### src/hw/rtl/csh_pkg.sv
// Shared types and constants for the collapsing sample history
package csh_pkg;

  localparam int unsigned HistoryDepth = 1024;
  localparam int unsigned Channels     = 4;
  localparam int unsigned InChannels   = 4;
  localparam int unsigned MaxLog       = 15;
  localparam int unsigned IdxW         = 10;
  localparam int unsigned CountW       = 11;
  localparam int unsigned DataW        = 32;

  typedef enum logic [1:0] {
    HistScroll   = 2'd0,
    HistComplete = 2'd1,
    HistDiscard  = 2'd2,
    HistAverage  = 2'd3
  } hist_mode_e;

  typedef enum logic {
    OpAdd  = 1'b0,
    OpRead = 1'b1
  } op_e;

  typedef struct packed {
    logic              mode;
    logic signed [31:0] x_value;
    logic signed [31:0] sample_0;
    logic signed [31:0] sample_1;
    logic signed [31:0] sample_2;
    logic signed [31:0] sample_3;
    logic [9:0]         read_index;
  } in_item_t;

  typedef struct packed {
    logic signed [31:0] out_x;
    logic signed [31:0] out_0;
    logic signed [31:0] out_1;
    logic signed [31:0] out_2;
    logic signed [31:0] out_3;
    logic               entry_valid;
    logic [10:0]        entry_count;
    logic               store_full;
  } out_item_t;

  // Lane control from the sequencer
  typedef struct packed {
    logic clear;   // drop group sum
    logic accum;   // add sample to group sum
    logic average; // pair-average the two read words
  } lane_ctrl_t;

endpackage

### src/hw/rtl/csh_merge.sv
// Output stage: gathers lane read data into one result item
module csh_merge (
  input  logic                clk_i,
  input  logic                rst_ni,
  input  logic                load_i,
  input  logic                valid_i,
  input  logic [10:0]         count_i,
  input  logic                full_i,
  input  logic signed [31:0]  lane_x_i,
  input  logic signed [31:0]  lane_0_i,
  input  logic signed [31:0]  lane_1_i,
  input  logic signed [31:0]  lane_2_i,
  input  logic signed [31:0]  lane_3_i,
  input  logic                out_stall_i,
  output logic                out_valid_o,
  output csh_pkg::out_item_t  out_data_o
);

  logic busy_q, busy_d;
  csh_pkg::out_item_t data_q, data_d;

  always_comb begin
    busy_d = busy_q;
    data_d = data_q;
    if (busy_q && !out_stall_i) begin
      busy_d = 1'b0;
    end
    if (load_i) begin
      busy_d = 1'b1;
      data_d.entry_valid = valid_i;
      data_d.entry_count = count_i;
      data_d.store_full  = full_i;
      data_d.out_x = valid_i ? lane_x_i : '0;
      data_d.out_0 = valid_i ? lane_0_i : '0;
      data_d.out_1 = valid_i ? lane_1_i : '0;
      data_d.out_2 = valid_i ? lane_2_i : '0;
      data_d.out_3 = valid_i ? lane_3_i : '0;
    end
  end

  always_ff @(posedge clk_i or negedge rst_ni) begin
    if (!rst_ni) begin
      busy_q <= 1'b0;
    end else begin
      busy_q <= busy_d;
    end
  end

  always_ff @(posedge clk_i) begin
    data_q <= data_d;
  end

  assign out_valid_o = busy_q;
  assign out_data_o  = data_q;

endmodule

### config.mk
export PLATFORM = sky130hd
export DESIGN_NAME = csh_merge
export DESIGN_NICKNAME = d
export VERILOG_FILES = /design/src/hw/rtl/csh_pkg.sv /design/src/hw/rtl/csh_merge.sv
export SDC_FILE = /design/constraint.sdc
export NUM_CORES = 1
export LEC_CHECK = 0
export BUFFER_PORTS_ARGS = -buffer_cell sky130_fd_sc_hd__buf_2
export CAP_MARGIN = 25
export CORE_AREA = 8 8 129 131
export CTS_CLUSTER_SIZE = 16
export DETAILED_ROUTE_END_ITERATION = 10
export DIE_AREA = 0 0 137 139
export GPL_ROUTABILITY_DRIVEN = 0
export PLACE_DENSITY = 0.76
export SLEW_MARGIN = 20
export SYNTH_ARGS = -nofsm -noshare
export SYNTH_HDL_FRONTEND = slang
export SYNTH_SLANG_ARGS = --single-unit
### constraint.sdc
create_clock -name clk_i -period 1.7 [get_ports clk_i]
set_clock_uncertainty 0.1 [all_clocks]
set_input_delay 0.085 -clock clk_i [delete_from_list [all_inputs] [get_ports clk_i]]
set_output_delay 0.085 -clock clk_i [all_outputs]
set_load 0.03 [all_outputs]
Word level (Yosys, flattened, before mapping) --
Index checks and enable logic that the tools add are counted.
Word-level totals: latch bits 0, bits in read-only memories 0, input port bits 177, memories 0, logic and storage cells 14, output and inout port bits 174, memory bits (writable) 0, flip-flop bits (word level) 174
Cells by class: shifts and indexed selects 0, magnitude comparators 0, bitwise gates (word level) 0, multiplexer cells 2, equal/unequal tests 0, reduce and logical (&&, ||, !) cells 3, divide/modulo/power cells 0, $add $sub $neg 0, multiply operators 0
Operators with widths (count):
- $mux 1 | 2
- $reduce_bool 2->1 | 1
- $logic_and 1x1->1 | 1
- $logic_not 1->1 | 1

Logic depth before layout (Yosys ltp) --
Gate-level depths: netlist of run 1.
depth in word-level cells 4, gate-level depth with buffers 3, depth with buffers taken out 1

Worst setup path after synthesis of run 1 --
OpenSTA, ideal clock, no wires.
path type register to register, start register busy_q (netlist: out_valid_o), end register busy_q (netlist: out_valid_o), setup slack 827 ps, library setup time 118 ps, clock period less this slack 873 ps, arrival time 655 ps, buffers on the path 0, stages on the path, launching flop included 2, cells stage by stage dfrtp_1 a21o_1
On the way: word-level cells in the longest chain between the ends 2
Ends and longest elaborated chain:
- from (decl) | line csh_merge.sv:19 | logic busy_q, busy_d;
- from (signal assigned) | line csh_merge.sv:45 | busy_q <= busy_d;
- $logic_and 1x1->1 | line csh_merge.sv:25 | if (busy_q && !out_stall_i) begin
- $reduce_bool 2->1 (no source line)
No other way between the ends. A chain may end at the register's enable or synchronous reset.

Worst setup path after layout of run 1 --
start input load_i, end register data_q, in the netlist out_data_o[149], enable pin
RTL lines:
- from (decl) | line csh_merge.sv:5 | input logic load_i,
- to (signal assigned) | line csh_merge.sv:50 | data_q <= data_d;
- to (decl) | line csh_merge.sv:20 | csh_pkg::out_item_t data_q, data_d;
No word-level cell between the ends.

==> impl_metrics.toml, run 1 <==
[run_status]
run_status = "finished, final reports clean"

[die]
dieArea_mm2 = 0.0190
fp-row-count = 45
fp.dieH_um = 139
die_w_um = 137
core_mm2 = 0.0148
start_util_pct = 43.3
io_pins = 351

[timing]
rsz0062_at_grt = "no"
tightest_slew_ns = 0.894
finalCritPeriodShare_pct = 77.3
hold_viol_final = 0
hold_slack_ns = 0.226
drv_slew = 0
fin_ws_ns = 0.386
final.min_clock_period_ns = 1.31
fin_setup_tns_ns = 0
slew_headroom_pct = 40.4
finalSetupViolCount = 0
timing.fmax_ghz = 0.761

[cells_and_area]
area_growth_pct = 68.0
multi_input_area_mm2 = 0.00101
n_fill_cell = 861
final_layout_size_suffix_gt1_share_pct = 42.8
final_cell_area_mm2 = 0.0107
nets = 1065
final-seq-area_mm2 = 0.00522

[min_path]
hold_class = "input port to register"

[detailed_routing]
drt-vias-per-instance = 4.56
drtIter0Drc = 274
route.met2.wl_um = 11100
dr_total_vias = 4996
ant_nets = 0
drt-met1-wl_um = 7100
dr.max_layer_used = "met4"
wire_per_inst_um = 19.2
wl_met3_um = 2180
dr.pass1.iters = 4
drc_errors = 0
finalWirelength_um = 21000

[job]
max-cap-violations = 0

[synth]
synth_top_area_share_pct = 81.4
synth_compound_area_share_pct = 0.118
synthArstFlopShare_pct = 0.575
synthSimpleGateAreaFrac_pct = 15.7
synth_area_leaders = "edfxtp_1, and2_1, buf_6"
synth_cell_types = 6
synthesis.area_mm2 = 0.00638
yosysSeqAreaShare_pct = 81.8
synth_area_leader_cell = "edfxtp_1"
yosys_warnings = 0
synthFlopType = "edfxtp_1"
synth_top_family_by_area = "simple AND/OR/NAND/NOR gates"
synth_xor_area_share_pct = 0
synth_adder_area_share_pct = 0
syn_inst = 352
synth_edf_count = 173
avgSynthCellArea_um2 = 18.1
synth_nets = 529
synth_common_cells = "edfxtp_1, and2_1, buf_6"
synthMuxAreaShare_pct = 0
ys_seq_elements = 174
synth.most_common_cell = "edfxtp_1"

[clock_tree]
htree_levels = 4
cts.clk_slew.worst_paths_ns = 0.06
cts_max_path_buffers = 2
postCtsSetupBuffers = 0
cts_buffers = 17
root_buffer = "clkbuf_16"
cts.sinks = 174
cts_tree = "built"
clk-insertion-delay-late_ns = 0.42

[setup_path]
cpPeakStageDelay_ns = 0.57
worstPathRequired_ns = 1.71
path_max_fanout = 38
end_kind = "register"
cp.arrival_ns = 1.32
crit_type = "input port to register"
cp_cell_sequence = "dlygate4sd3_1 -> buf_6 -> buf_12"
slowest_stage = "dlygate4sd3_1"
cp-start-kind = "input port"

[placed_design]
dpl.hpwl_um = 12800
placed_cell_area_mm2 = 0.00833
pre_cts_slack_ns = 0.181
io_buffers = 350

[global_route]
grt_max_degree = 162
grt_pass1_wl_um = 30700
grt_pass1_vias = 5586
grtUsageTotal_pct = 21.5
antenna_found_initial = 6
overflow = 0

[power]
switchingPower_mw = 2.82
power_mw = 11.1
internal-power_mw = 8.24
swShare_pct = 25.5
p_leak_nw = 4.58
power_frac_seq_pct = 47.0
powerDensity_mw_per_mm2 = 1030
clkPwrFrac_pct = 35.9
vdd_drop_max_mv = 0.643
p_comb_share_pct = 17.1
## logic make-up after synthesis
kind of cell           Yosys count
and+or+nand+nor                160
buffers and inverters           17
DFF                            174
AOI/OAI and AO/OA                1
## worst max-delay path, delay by kind of cell
| family | cells | cell delay [ns] |
|---|---|---|
| buffers and inverters | 3 | 1.21 |
## registers in the layout (all words and copies together), names as in the netlist
name and flops:
out_data_o 173, out_valid_o 1
## power groups by stage
stage               clock (mW)  sequential (mW)  combinational, mW
floorplan                    0             5.97              0.181
global placement             0             5.26               1.51
detailed placement           0             5.27               1.54
CTS                       4.04             5.18               1.86
global route              4.18             5.22               1.99
finish                    3.97             5.19               1.89
## placed cells by master, fill, tap and decap left out
cell type / count
clkinv_4: 4
buf_12: 4
buf_4: 4
bufinv_16: 3
clkbuf_1: 4
clkbuf_8: 2
clkbuf_16: 17
buf_6: 2
and2_1: 160
buf_2: 348
dlygate4sd3_1: 176
clkinvlp_4: 1
a21o_1: 1
diode_2: 6
edfxtp_1: 173
dfrtp_1: 1
clkinv_2: 1
## stage by stage
step                      cells  util [%]
after floorplan             352         -
after global placement      881      56.5
after detailed placement    881      56.5
after CTS                  1089      72.5
after global routing       1095      72.7
final                      1095      72.7
## layout make-up
cell class                      instances  share of cell area (%)
Clock buffer                           23                    4.37
Antenna cell                            6                   0.140
Clock inverter                          9                    1.28
Tap cell                              188                    2.19
Sequential cell                       174                    48.7
Multi-Input combinational cell        161                    9.41
Timing Repair Buffer                  534                    33.9
## final timing paths
path	cells past startpoint	from	to	slack (ns)
worst max register to register	1	out_valid_o	out_valid_o	0.94
min in group asynchronous	3	rst_ni	out_valid_o	0.44
max in group asynchronous	3	rst_ni	out_valid_o	0.95
worst min register to register	1	out_valid_o	out_valid_o	0.41
worst max-delay path	3	load_i	out_data_o[149]	0.39
worst min-delay path	1	valid_i	out_data_o[12]	0.23
## layer usage
layer | up-vias | global-route usage (%)
li1 | 2317 | -
met3 | 42 | 9.02
met2 | 276 | 37.8
met4 | 0 | 10.5
met1 | 2361 | 21.1
met5 | - | 0
## what timing repair did
item                      CTS  global route
hold buffers              176             0
hold endpoints to repair  201             0
gates resized for setup     0             0
No activity file was read; power rests on OpenSTA's default activity.
==> inputs of run 2 (changes only) <==
CORE_AREA = 8 8 130 132   (was 8 8 129 131)
DIE_AREA = 0 0 138 140   (was 0 0 137 139)
PLACE_DENSITY = 0.75   (was 0.76)
clock period = 1.35 ns   (was 1.7 ns; I/O delays follow)
==> impl_metrics.toml, run 2 (synthesized netlist as in run 1, its figures left out) <==
[detailed_routing]
drt-met1-wl_um = 7350
drtIter0Drc = 333
route.met2.wl_um = 11200
wire_per_inst_um = 19.4
ant_nets = 0
wl_met3_um = 1930
drt-vias-per-instance = 4.61
dr_total_vias = 5034
finalWirelength_um = 21200
dr.max_layer_used = "met5"
drc_errors = 0
dr.pass1.iters = 4

[clock_tree]
cts.repair.resized = 0
clk-insertion-delay-late_ns = 0.41
cts_buffers = 17
cts_max_path_buffers = 2
holdBufCountCts = 176
root_buffer = "clkbuf_16"
cts.clk_slew.worst_paths_ns = 0.06
htree_levels = 4
cts_tree = "built"
cts.sinks = 174
postCtsSetupBuffers = 0

[setup_path]
worstPathRequired_ns = 1.18
slowest_stage = "edfxtp_1"
crit_type = "register to output port"
cp.arrival_ns = 1.04
cp.depth = 1
rr_worst_depth = 1
r2r-start = "out_valid_o"
cp_cell_sequence = "buf_2"
end_kind = "output port"
critPathBufInv = 1
cp-start-kind = "register"
cpPeakStageDelay_ns = 0.42
path_max_fanout = 1
critPathTopFamily = "flip-flops"
regToRegSetupSlack_ns = 0.62
r2r_end = "out_valid_o"

[die]
fp-row-count = 45
io_pins = 351
fp.dieH_um = 140
start_util_pct = 42.9
core_mm2 = 0.0149
die_w_um = 138
dieArea_mm2 = 0.0193

[timing]
tightest_slew_ns = 0.863
timing.fmax_ghz = 0.828
rsz0062_at_grt = "no"
drv_slew = 0
finalCritPeriodShare_pct = 89.5
fin_setup_tns_ns = 0
final.min_clock_period_ns = 1.21
slew_headroom_pct = 42.5
hold_viol_final = 0
finalSetupViolCount = 0

[cells_and_area]
nets = 1066
final_cell_area_mm2 = 0.0107
largest_register_ffs = 173
fin_util_pct = 71.8
area_growth_pct = 67.2
final-seq-area_mm2 = 0.00522
n_fill_cell = 936
final_layout_size_suffix_gt1_share_pct = 42.7
multi_input_area_mm2 = 0.00101
final_common_cell = "buf_2"
final_cell_mix = "buf_2, dlygate4sd3_1, edfxtp_1"

[min_path]
hp-start = "valid_i"
hold_class = "input port to register"
min_to = "out_data_o[12]"
hold_depth = 1

[placed_design]
dpl.hpwl_um = 13000
io_buffers = 350
placed_cell_area_mm2 = 0.00834

[global_route]
overflow = 0
grt_pass1_wl_um = 31900
grt_max_degree = 162
antenna_found_initial = 2
grt_pass1_vias = 5679
grtUsageTotal_pct = 21.5

[power]
p_leak_nw = 4.56
vdd_drop_max_mv = 0.947
powerDensity_mw_per_mm2 = 1280

[job]
max-cap-violations = 0

[run_status]
run_status = "finished, final reports clean"
[run 2: cell count changes in the layout (fill, tap and decap cells not counted), sizes merged]
| cell | before | now |
|---|---|---|
| clkbuf | 23 | 21 |
| buf | 358 | 359 |
| bufinv | 3 | 2 |
| clkinv | 5 | 7 |
| clkinvlp | 1 | 2 |
| diode | 6 | 1 |
[run 2: routing by layer]
layer  vias up  GRT usage (%)
met2       269           38.1
met5         -              0
li1       2311              -
met3        44           8.45
met4         2           10.9
met1      2408           21.5
[run 2: power by group]
part	total [mW]	internal [mW]	leakage [nW]	switching, mW
Sequential	6.54	6.42	1.68	0.127
Combinational	2.38	0.937	2.61	1.45
Clock	4.68	2.71	0.266	1.96
Total	13.6	10.1	4.56	3.54
[run 2: final cells by class]
cell class / instances / area share, %
Multi-Input combinational cell: 161 / 9.45
Tap cell: 188 / 2.20
Antenna cell: 1 / 0.0235
Sequential cell: 174 / 48.9
Clock buffer: 21 / 4.13
Timing Repair Buffer: 535 / 34.2
Clock inverter: 11 / 1.11
[run 2: per-stage QoR]
| stage | setup slack [ns] | std cells | total power [mW] | hold WS, ns |
|---|---|---|---|---|
| floorplan | 0.477 | 352 | 7.75 | -0.328 |
| global placement | -0.0275 | 882 | 8.53 | -0.258 |
| detailed placement | -0.141 | 882 | 8.58 | -0.256 |
| CTS | 0.115 | 1090 | 13.6 | 0.235 |
| global route | 0.108 | 1091 | 14.0 | 0.207 |
| finish | 0.142 | 1091 | 13.6 | 0.128 |
[run 2: worst max-delay path by stage]
stage          slack, ns            from              end
2_1_floorplan       0.48     out_valid_o      out_valid_o
3_3_place_gp       -0.03         valid_i  out_data_o[119]
3_5_place_dp       -0.14         valid_i   out_data_o[23]
4_1_cts             0.11  out_data_o[13]   out_data_o[13]
5_1_grt             0.11  out_data_o[86]   out_data_o[86]
6_report            0.14  out_data_o[13]   out_data_o[13]
